===== src/hw/rtl/qrp_pkg.sv =====
// Shared constants for the quaternion point rotation pipeline.
// No dependencies; used by the top level and its submodules.
package qrp_pkg;

   localparam int QUAT_WIDTH = 16;
   localparam int FRAC_BITS_DEFAULT = 14;
   localparam int POINT_WIDTH_DEFAULT = 24;

   // Squared magnitude of four components, and the root digits it yields.
   localparam int MAG2_WIDTH = 2 * QUAT_WIDTH + 1;
   localparam int ROOT_WIDTH = (MAG2_WIDTH + 1) / 2;

endpackage


===== src/hw/rtl/qrp_isqrt.sv =====
// Pipelined integer square root, one root bit per register stage.
// Uses qrp_pkg for the radicand and root widths.
module qrp_isqrt (
   input  logic                               clock,
   input  logic                               en,
   input  logic [qrp_pkg::MAG2_WIDTH-1:0]     rad_i,
   output logic [qrp_pkg::ROOT_WIDTH-1:0]     root_o
);

   localparam int NS = qrp_pkg::ROOT_WIDTH;
   localparam int NE = 2 * NS;
   localparam int RW = NS + 3;

   logic [RW-1:0] rem_ff [NS];
   logic [NS-1:0] root_ff [NS];
   logic [NE-1:0] rad_ff [NS];

   genvar k;
   generate
      for (k = 0; k < NS; k++) begin : g_stage
         logic [RW-1:0] prev_rem;
         logic [NS-1:0] prev_root;
         logic [NE-1:0] prev_rad;
         logic [RW-1:0] rem2;
         logic [RW-1:0] trial;
         logic          ge;
         logic [RW-1:0] rem_in;
         logic [NS-1:0] root_in;
         logic [NE-1:0] rad_in;

         if (k == 0) begin : g_first
            assign prev_rem  = '0;
            assign prev_root = '0;
            assign prev_rad  = NE'(rad_i);
         end else begin : g_next
            assign prev_rem  = rem_ff[k-1];
            assign prev_root = root_ff[k-1];
            assign prev_rad  = rad_ff[k-1];
         end

         always_comb begin
            rem2    = {prev_rem[RW-3:0], prev_rad[NE-1:NE-2]};
            trial   = RW'({prev_root, 2'b01});
            ge      = (rem2 >= trial);
            rem_in  = ge ? (rem2 - trial) : rem2;
            root_in = {prev_root[NS-2:0], ge};
            rad_in  = {prev_rad[NE-3:0], 2'b00};
         end

         always_ff @(posedge clock) begin
            if (en) begin
               rem_ff[k]  <= rem_in;
               root_ff[k] <= root_in;
               rad_ff[k]  <= rad_in;
            end
         end
      end
   endgenerate

   assign root_o = root_ff[NS-1];

endmodule


===== config.mk =====
export PLATFORM = sky130hd
export DESIGN_NAME = qrp_isqrt
export DESIGN_NICKNAME = d
export VERILOG_FILES = /design/src/hw/rtl/qrp_pkg.sv /design/src/hw/rtl/qrp_isqrt.sv
export SDC_FILE = /design/constraint.sdc
export NUM_CORES = 1
export LEC_CHECK = 0
export ABC_AREA = 1
export BUFFER_PORTS_ARGS = -buffer_cell sky130_fd_sc_hd__buf_4
export CORE_ASPECT_RATIO = 0.6
export CORE_UTILIZATION = 40
export DETAILED_ROUTE_END_ITERATION = 8
export PLACE_DENSITY = 0.58
export SLEW_MARGIN = 25
export SYNTH_ARGS = -nofsm -noshare
export SYNTH_HDL_FRONTEND = slang
export SYNTH_SLANG_ARGS = --single-unit

===== constraint.sdc =====
create_clock -name clock -period 3.61 [get_ports clock]
set_input_delay 0.361 -clock clock [delete_from_list [all_inputs] [get_ports clock]]
set_output_delay 0.361 -clock clock [all_outputs]
set_load 0.03 [all_outputs]

==> impl_metrics.toml, run 1 <==
[clocking]
cts_buffers = 71
cts_tree = "done"
cts.clk_slew.worst_paths_ns = 0.06
clockBufferDepth = 3
root_buffer = "clkbuf_16"
clock_sinks = 689
clock_latency_ns = 0.65
cts.htree.levels = 3
postCtsSetupBuffers = 0

[power_and_ir_drop]
p_leak_nw = 17.19
irDropWorstVdd_mv = 0.3068
pwr_density_cell_nw_per_um2 = 545.6

[finish]
antennaDiodeCount = 0
syn_to_final_growth_pct = 12.67
postLayoutCellArea_um2 = 39610
drive_above_1_share_pct = 6.768
fin_nets = 3961

[drt]
route.detailed.drc = 0
drtIter0Drc = 2662
totalWireLength_um = 83230
top_layer = "met4"
num_vias = 24552
vias_per_cell = 4.951
dr.pass1.iters = 6
wl_met2_um = 26110
routedLengthMet1_um = 47810
met3_length_um = 8309
wl_per_cell_um = 16.78
postRouteAntennaNets = 0

[sta]
setup_violations = 0
tightestPinTransition_ns = 0.8897
final-hold-violation-count = 0
period_minus_slack_ns = 2.778
rsz0062_at_grt = "false"
fin_crit_sh_pct = 76.95
fin_worst_skew_ns = 0.04496
setup_tns_ns = 0
maxSlewViolCount = 0
max_freq_mhz = 360.0
slew_headroom_pct = 40.62

[synthesis]
syn_area_per_cell_um2 = 9.748
synthesis.nets = 3812
ys_seq_area_share_pct = 58.84
synth_seq_cells = 689
synth_cells = 3607
yosys-top-cells-area = "edfxtp_1, nand2_1, ha_1"
async_reset_ff_share_pct = 0
synth_edf_count = 689
yosys.area.top_type_share_pct = 58.84
yosys_most_used_dff = "edfxtp_1"
yosys.area.top_type = "edfxtp_1"
yosysWarnings = 0
synth_cell_type_count = 50
syn_area_um2 = 35160

[placement]
post_dp_cell_area_um2 = 36970
gp_congestion = 0.9220
place_hpwl_um = 62510
io_buffers = 51

[critical_path]
critPathLaunch = "root_ff[0][141]$_DFFE_PP_"
crit_chain = "inv_1 -> ha_1 -> a21oi_1 -> o21ai_1 -> nand2_1 -> nand3_1 -> nor2_2 -> buf_4 -> o21ai_0"
arrival_ns = 3.09
reg2reg_setup_slack_ns = 0.83
endpoint = "rem_ff[0][187]$_DFFE_PP_"
max_stage_delay_ns = 0.44
cp_max_fo = 13
crit_type = "reg -> reg"
r2r-end = "rem_ff[0][187]$_DFFE_PP_"
r2r_cells = 9
critPathCaptureType = "flop"
cp_slowest_cell = "edfxtp_1"
critPathLaunchType = "flop"
crit_required_ns = 3.92
timing.rr.start = "root_ff[0][141]$_DFFE_PP_"

[global_routing]
first_global_vias = 21762
grt_max_degree = 96
grt_pass1_wl_um = 127900
grt_overflow = 0
grt_antenna_before_repair = 0
track_usage_pct = 18.78

[flow_run]
cap_violations = 0

[die]
ios = 52
start_util_pct = 40.74
die_y_um = 231.7
coreArea_um2 = 86300
placementRows = 83
dieArea_um2 = 89130
fp.dieW_um = 384.8

[hold_path]
min_path_type = "in -> reg"

[outcome]
status = "complete, no violations"
==> report_power, final <==
| part | switching [mW] | leakage, nW | internal, mW |
|---|---|---|---|
| sequential | 0.541 | 6.60 | 9.81 |
| clock | 3.18 | 1.11 | 4.21 |
| combinational | 2.56 | 9.48 | 1.32 |
==> cell type report <==
type	count	area, um2
timing repair buffer	102	930.9
multi-input combinational	2351	12210
tap	1147	1435
clock buffer	86	1854
inverter	541	2038
fill	8136	46690
sequential	689	20690
clock inverter	43	459.2
==> metrics by stage <==
step	worst slack (ns)	cells	util [%]	hold slack (ns)	total power, mW
2_1_floorplan	1.668	3607	-	0.4003	12.95
3_3_place_gp	0.9839	4797	42.84	0.4003	14.25
3_5_place_dp	0.9749	4797	42.84	0.4045	14.25
4_1_cts	0.9467	4959	45.90	0.2143	21.80
5_1_grt	0.7443	4959	45.90	0.2121	22.74
6_report	0.8319	4959	45.90	0.2211	21.61
==> worst min-delay path by stage <==
stage,cells past startpoint,end,start
floorplan,0,rad_ff[0][102]$_DFFE_PP_,rad_ff[0][68]$_DFFE_PP_
global placement,0,rad_ff[0][137]$_DFFE_PP_,rad_ff[0][103]$_DFFE_PP_
detailed placement,0,rad_ff[0][103]$_DFFE_PP_,rad_ff[0][69]$_DFFE_PP_
CTS,1,rad_ff[0][0]$_DFFE_PP_,en
global route,1,rad_ff[0][0]$_DFFE_PP_,en
finish,1,rad_ff[0][0]$_DFFE_PP_,en
==> synthesized netlist by cell type (7+ instances only) <==
cell type	n
nand2_2	21
nand3b_1	34
a21oi_1	166
inv_1	531
a21oi_2	7
nand2_1	1069
o21ai_0	97
buf_2	7
ha_1	170
nor3_1	33
o21bai_1	9
xnor2_1	36
nand4_1	46
o21ai_1	18
nand3_1	206
edfxtp_1	689
xor2_1	66
nor2_2	13
o21ai_2	11
buf_6	13
nor2_1	290
==> critical path: cells and delay by family (launching register included) <==
family	cells	cell delay (ns)
buf+inv	2	0.35
fa+ha+maj	1	0.33
simple gates	3	0.66
flops	1	0.44
compound gates	3	0.66
==> flip-flops by register name, summed over array words and instances, names as in the netlist <==
signal,count
rad_ff,272
rem_ff,264
root_ff,153
==> cells in the final DEF (no fill, tap or decap), types with 11 or more instances in the layout <==
master	count
nand2_1	1069
edfxtp_1	689
inv_1	531
nor2_1	290
nand3_1	206
ha_1	170
a21oi_1	166
o21ai_0	97
clkbuf_16	72
xor2_1	66
buf_4	62
nand4_1	46
xnor2_1	36
nand3b_1	34
nor3_1	33
dlygate4sd3_1	33
nand2_2	21
o21ai_1	18
clkinv_1	14
clkbuf_1	14
nor2_2	13
o21ai_2	11
==> layer usage <==
metal	up-vias	GRT usage, %
li1	12307	-
met1	11354	34.25
met4	0	3.088
met2	820	19.59
met5	-	0
met3	71	5.782
==> cell families (layout without fill, tap and decap cells) <==
kind of cell,Yosys count,count (layout),share of synthesized area (%)
simple gates,1749,1749,20.97
flops,689,689,58.84
buf+inv,567,772,6.441
compound gates,329,329,5.142
fa+ha+maj,170,170,6.050
xor+xnor,102,102,2.541
other cells,1,1,0.01067
==> what timing repair did <==
action / in CTS / in global routing
endpoints found under the hold margin: 33 / 0
hold buffers: 33 / 0
gates resized for setup: 0 / 0
endpoints found under the setup margin: 0 / 0
No activity file was read; power rests on OpenSTA's default activity.
==> run 2: changes to the inputs <==
- clock period: 3.61 -> 2.8 ns (I/O delays scaled with it)
==> impl_metrics.toml, run 2 (synthesis results as in run 1) <==
[clocking]
root_buffer = "clkbuf_16"
clockBufferDepth = 3
clock_sinks = 689
cts.clk_slew.worst_paths_ns = 0.07
cts_tree = "done"
cts_buffers = 71
cts.htree.levels = 3
clock_latency_ns = 0.65

[power_and_ir_drop]
total_power_mw = 28.05
p_leak_nw = 17.41
pwr_density_cell_nw_per_um2 = 701.4
irDropWorstVdd_mv = 0.4136

[critical_path]
crit_required_ns = 3.12
critPathLaunchType = "flop"
arrival_ns = 2.96
crit_type = "reg -> reg"
cp_max_fo = 24
cp_slowest_cell = "edfxtp_1"
crit_chain = "inv_1 -> ha_1 -> nand2_1 -> inv_1 -> nand2_1 -> nand2_1 -> a21oi_1 -> nand3_4 -> inv_2 -> o21ai_0"
cp_common_cell = "nand2_1"
critPathCaptureType = "flop"
max_stage_delay_ns = 0.50
r2r_cells = 10

[sta]
slew_headroom_pct = 42.03
tightestPinTransition_ns = 0.8629
rsz0062_at_grt = "false"
setup_tns_ns = 0
fin_crit_sh_pct = 94.28
whs_ns = 0.06876
fin_ws_ns = 0.1602
maxSlewViolCount = 0
final-hold-violation-count = 0
setup_violations = 0
period_minus_slack_ns = 2.640
fin_worst_skew_ns = 0.04996
max_freq_mhz = 378.8

[placement]
gp_congestion = 0.9095
place_hpwl_um = 64930
post_dp_cell_area_um2 = 37320
post-place-ws_ns = 0.2272
io_buffers = 51
dp_cells = 4834

[outcome]
status = "complete, no violations"

[drt]
drtIter0Drc = 2773
wl_per_cell_um = 17.03
vias_per_cell = 4.953
dr.pass1.iters = 7
postRouteAntennaNets = 0
num_vias = 24730
totalWireLength_um = 85050
route.detailed.drc = 0

[die]
ios = 52
coreArea_um2 = 86300
fp.dieW_um = 384.8
placementRows = 83
die_y_um = 231.7
dieArea_um2 = 89130
start_util_pct = 40.74

[finish]
top_register = "rad_ff"
largest_register_ffs = 272
postLayoutCellArea_um2 = 39990
mostFrequentLayoutCell = "nand2_1"
syn_to_final_growth_pct = 13.74
antennaDiodeCount = 0
largestRegisters = "rad_ff: 272 flops, rem_ff: 264 flops, root_ff: 153 flops"
fin_nets = 3998
fin_util_pct = 46.34
drive_above_1_share_pct = 7.826
instances_no_fill = 4993
layout_common_cells = "nand2_1, edfxtp_1, inv_1"

[hold_path]
min_path_type = "in -> reg"
hold_depth = 1

[flow_run]
cap_violations = 0

[global_routing]
first_global_vias = 22315
grt_pass1_wl_um = 131800
grt_max_degree = 90
track_usage_pct = 19.37
grt_overflow = 0
grt_antenna_before_repair = 1
==> run 2: cell types whose count changed in the layout (fill, tap and decap cells not counted), moves of 2 or more <==
| cell | before | now |
|---|---|---|
| buf_12 | 6 | 12 |
| buf_4 | 62 | 93 |
| clkbuf_1 | 14 | 7 |
| clkinv_1 | 14 | 12 |
| clkinv_2 | 9 | 11 |
| clkinv_4 | 1 | 6 |
| inv_6 | 4 | 1 |
==> run 2: final cells by class <==
class                   count  area (um2)
well taps                1147        1435
inverters                 541        2041
clock inverters            48       533.0
flip-flops and latches    689       20690
fillers                  8089       46310
multi-input cells        2351       12210
repair buffers            139        1284
clock buffers              78        1803
==> run 2: routing by layer <==
metal  wire [um]  GRT usage, %  vias to the layer above
met5           0             0                        -
met4        1120         3.609                        0
met3        8258         5.147                       81
met2       27110         20.76                      864
met1       48570         35.25                    11436
li1            -             -                    12349
==> run 2: worst paths after layout <==
check / slack, ns / from / to
setup / recovery: 0.16 / root_ff[0][178]$_DFFE_PP_ / rem_ff[0][229]$_DFFE_PP_
hold / removal: 0.07 / en / rad_ff[0][287]$_DFFE_PP_
setup reg to reg: 0.16 / root_ff[0][178]$_DFFE_PP_ / rem_ff[0][229]$_DFFE_PP_
hold reg to reg: 0.41 / rad_ff[0][89]$_DFFE_PP_ / rad_ff[0][123]$_DFFE_PP_
==> run 2: critical path, delay by kind of cell, from the launching register on <==
family | cells | cell delay, ns
flops | 1 | 0.50
simple gates | 4 | 0.40
fa+ha+maj | 1 | 0.34
compound gates | 2 | 0.59
buf+inv | 3 | 0.49
==> run 2: where the power goes <==
group | internal, mW | total (mW) | switching, mW
combinational | 1.74 | 5.10 | 3.36
clock | 5.45 | 9.59 | 4.14
sequential | 12.6 | 13.4 | 0.714
total | 19.8 | 28.1 | 8.21
==> run 2: repair_timing <==
item                       4_1_cts  5_1_grt
hold endpoints to repair        33        0
buffers inserted                 0        0
setup endpoints to repair        0        4
resized for setup                0        1
hold buffers                    33        0
==> run 3: changes to the inputs <==
- SETUP_SLACK_MARGIN: default -> 0.2
==> impl_metrics.toml, run 3 (synthesis results as in run 1) <==
[global_routing]
first_global_vias = 22317
track_usage_pct = 19.37
grt_pass1_wl_um = 131800
grt_overflow = 0
grt_max_degree = 90
grt_antenna_before_repair = 1

[sta]
setup_tns_ns = 0
rsz0062_at_grt = "false"
slew_headroom_pct = 42.89
max_freq_mhz = 408.7
period_minus_slack_ns = 2.447
maxSlewViolCount = 0
tightestPinTransition_ns = 0.8501
fin_ws_ns = 0.3533
fin_crit_sh_pct = 87.38
final-hold-violation-count = 0
setup_violations = 0
fin_worst_skew_ns = 0.04990

[power_and_ir_drop]
pwr_density_cell_nw_per_um2 = 701.1
p_leak_nw = 17.42
irDropWorstVdd_mv = 0.4132

[finish]
instances_no_fill = 4993
fin_nets = 3998
syn_to_final_growth_pct = 13.81
largest_register_ffs = 272
fillers = 8092
top_register = "rad_ff"
drive_above_1_share_pct = 7.904
mostFrequentLayoutCell = "nand2_1"
layout_common_cells = "nand2_1, edfxtp_1, inv_1"
antennaDiodeCount = 0
largestRegisters = "rad_ff: 272 flops, rem_ff: 264 flops, root_ff: 153 flops"

[hold_path]
holdPathEnd = "rad_ff[0][287]$_DFFE_PP_"
min_path_type = "in -> reg"
hp-start = "en"
hold_depth = 1

[clocking]
cts_tree = "done"
cts_buffers = 71
clockBufferDepth = 3
root_buffer = "clkbuf_16"
clock_latency_ns = 0.65
cts.clk_slew.worst_paths_ns = 0.07
clock_sinks = 689
cts.htree.levels = 3
postCtsSetupBuffers = 0

[drt]
num_vias = 24676
postRouteAntennaNets = 0
totalWireLength_um = 84950
dr.pass1.iters = 5
wl_per_cell_um = 17.01
drtIter0Drc = 2724
vias_per_cell = 4.942
route.detailed.drc = 0

[critical_path]
reg2reg_setup_slack_ns = 0.35
crit_required_ns = 3.31
crit_type = "reg -> reg"
timing.rr.start = "rem_ff[0][120]$_DFFE_PP_"
arrival_ns = 2.96
cp_max_fo = 17
r2r-end = "rem_ff[0][140]$_DFFE_PP_"
critPathLaunchType = "flop"
critPathCaptureType = "flop"
r2r_cells = 11

[die]
fp.dieW_um = 384.8
ios = 52
start_util_pct = 40.74
placementRows = 83
dieArea_um2 = 89130
coreArea_um2 = 86300
die_y_um = 231.7

[placement]
gp_congestion = 0.9095
post-place-ws_ns = 0.2272
dp_cells = 4834
place_hpwl_um = 64930
io_buffers = 51

[flow_run]
cap_violations = 0

[outcome]
status = "complete, no violations"
run 3: critical path: stages, from the launching register on:
cell,delay (ns)
edfxtp_1,0.51
ha_1,0.42
nand2_1,0.16
o21ai_2,0.11
nand2_1,0.09
nand2_2,0.09
nand2_2,0.12
nand2_2,0.09
nor2_4,0.39
buf_4,0.20
nand2_1,0.04
nand2_1,0.07
run 3: per-stage QoR:
| step | hold WS (ns) | power (mW) | util [%] | instance area [um2] |
|---|---|---|---|---|
| global placement | 0.4005 | 18.50 | 43.25 | 37320 |
| floorplan | 0.3789 | 16.69 | - | 35160 |
| finish | 0.06948 | 28.05 | 46.37 | 40020 |
| CTS | 0.04429 | 28.21 | 46.34 | 39990 |
| global route | 0.04569 | 29.48 | 46.37 | 40020 |
| detailed placement | 0.4045 | 18.48 | 43.25 | 37320 |
run 3: area by class of cell:
cell class	instances	area (um2)	share of cell area [%]
well taps	1147	1435	3.586
clock inverters	48	533.0	1.332
clock buffers	78	1803	4.506
inverters	541	2046	5.112
repair buffers	139	1284	3.208
flip-flops and latches	689	20690	51.70
multi-input cells	2351	12230	30.55
run 3: power breakdown:
group	internal (mW)	switching, mW	leakage [nW]
logic	1.74	3.36	9.70
clock network	5.45	4.15	1.12
registers	12.6	0.713	6.60
run 3: metal layers:
metal | global-route usage, % | up-vias | routed length [um]
met5 | 0 | - | 0
met4 | 3.609 | 0 | 1116
met3 | 5.147 | 81 | 7996
met2 | 20.76 | 834 | 27050
met1 | 35.25 | 11421 | 48790
li1 | - | 12340 | -
run 3: how the worst max path moves through the flow:
stage                              startpoint                       end  slack (ns)  cells after the start
floorplan             rad_ff[0][30]$_DFFE_PP_   rem_ff[0][23]$_DFFE_PP_        0.86                      9
global placement     root_ff[0][69]$_DFFE_PP_  rem_ff[0][101]$_DFFE_PP_        0.18                     10
CTS                 root_ff[0][178]$_DFFE_PP_  rem_ff[0][229]$_DFFE_PP_        0.22                     10
detailed placement  root_ff[0][178]$_DFFE_PP_  rem_ff[0][229]$_DFFE_PP_        0.23                     10
finish               rem_ff[0][120]$_DFFE_PP_  rem_ff[0][140]$_DFFE_PP_        0.35                     11
global route         rem_ff[0][120]$_DFFE_PP_  rem_ff[0][140]$_DFFE_PP_        0.21                     11
run 3: repair_timing:
action	CTS	global route
resized for setup	1	10
hold endpoints to repair	33	0
endpoints found under the setup margin	1	38
hold buffers	33	0
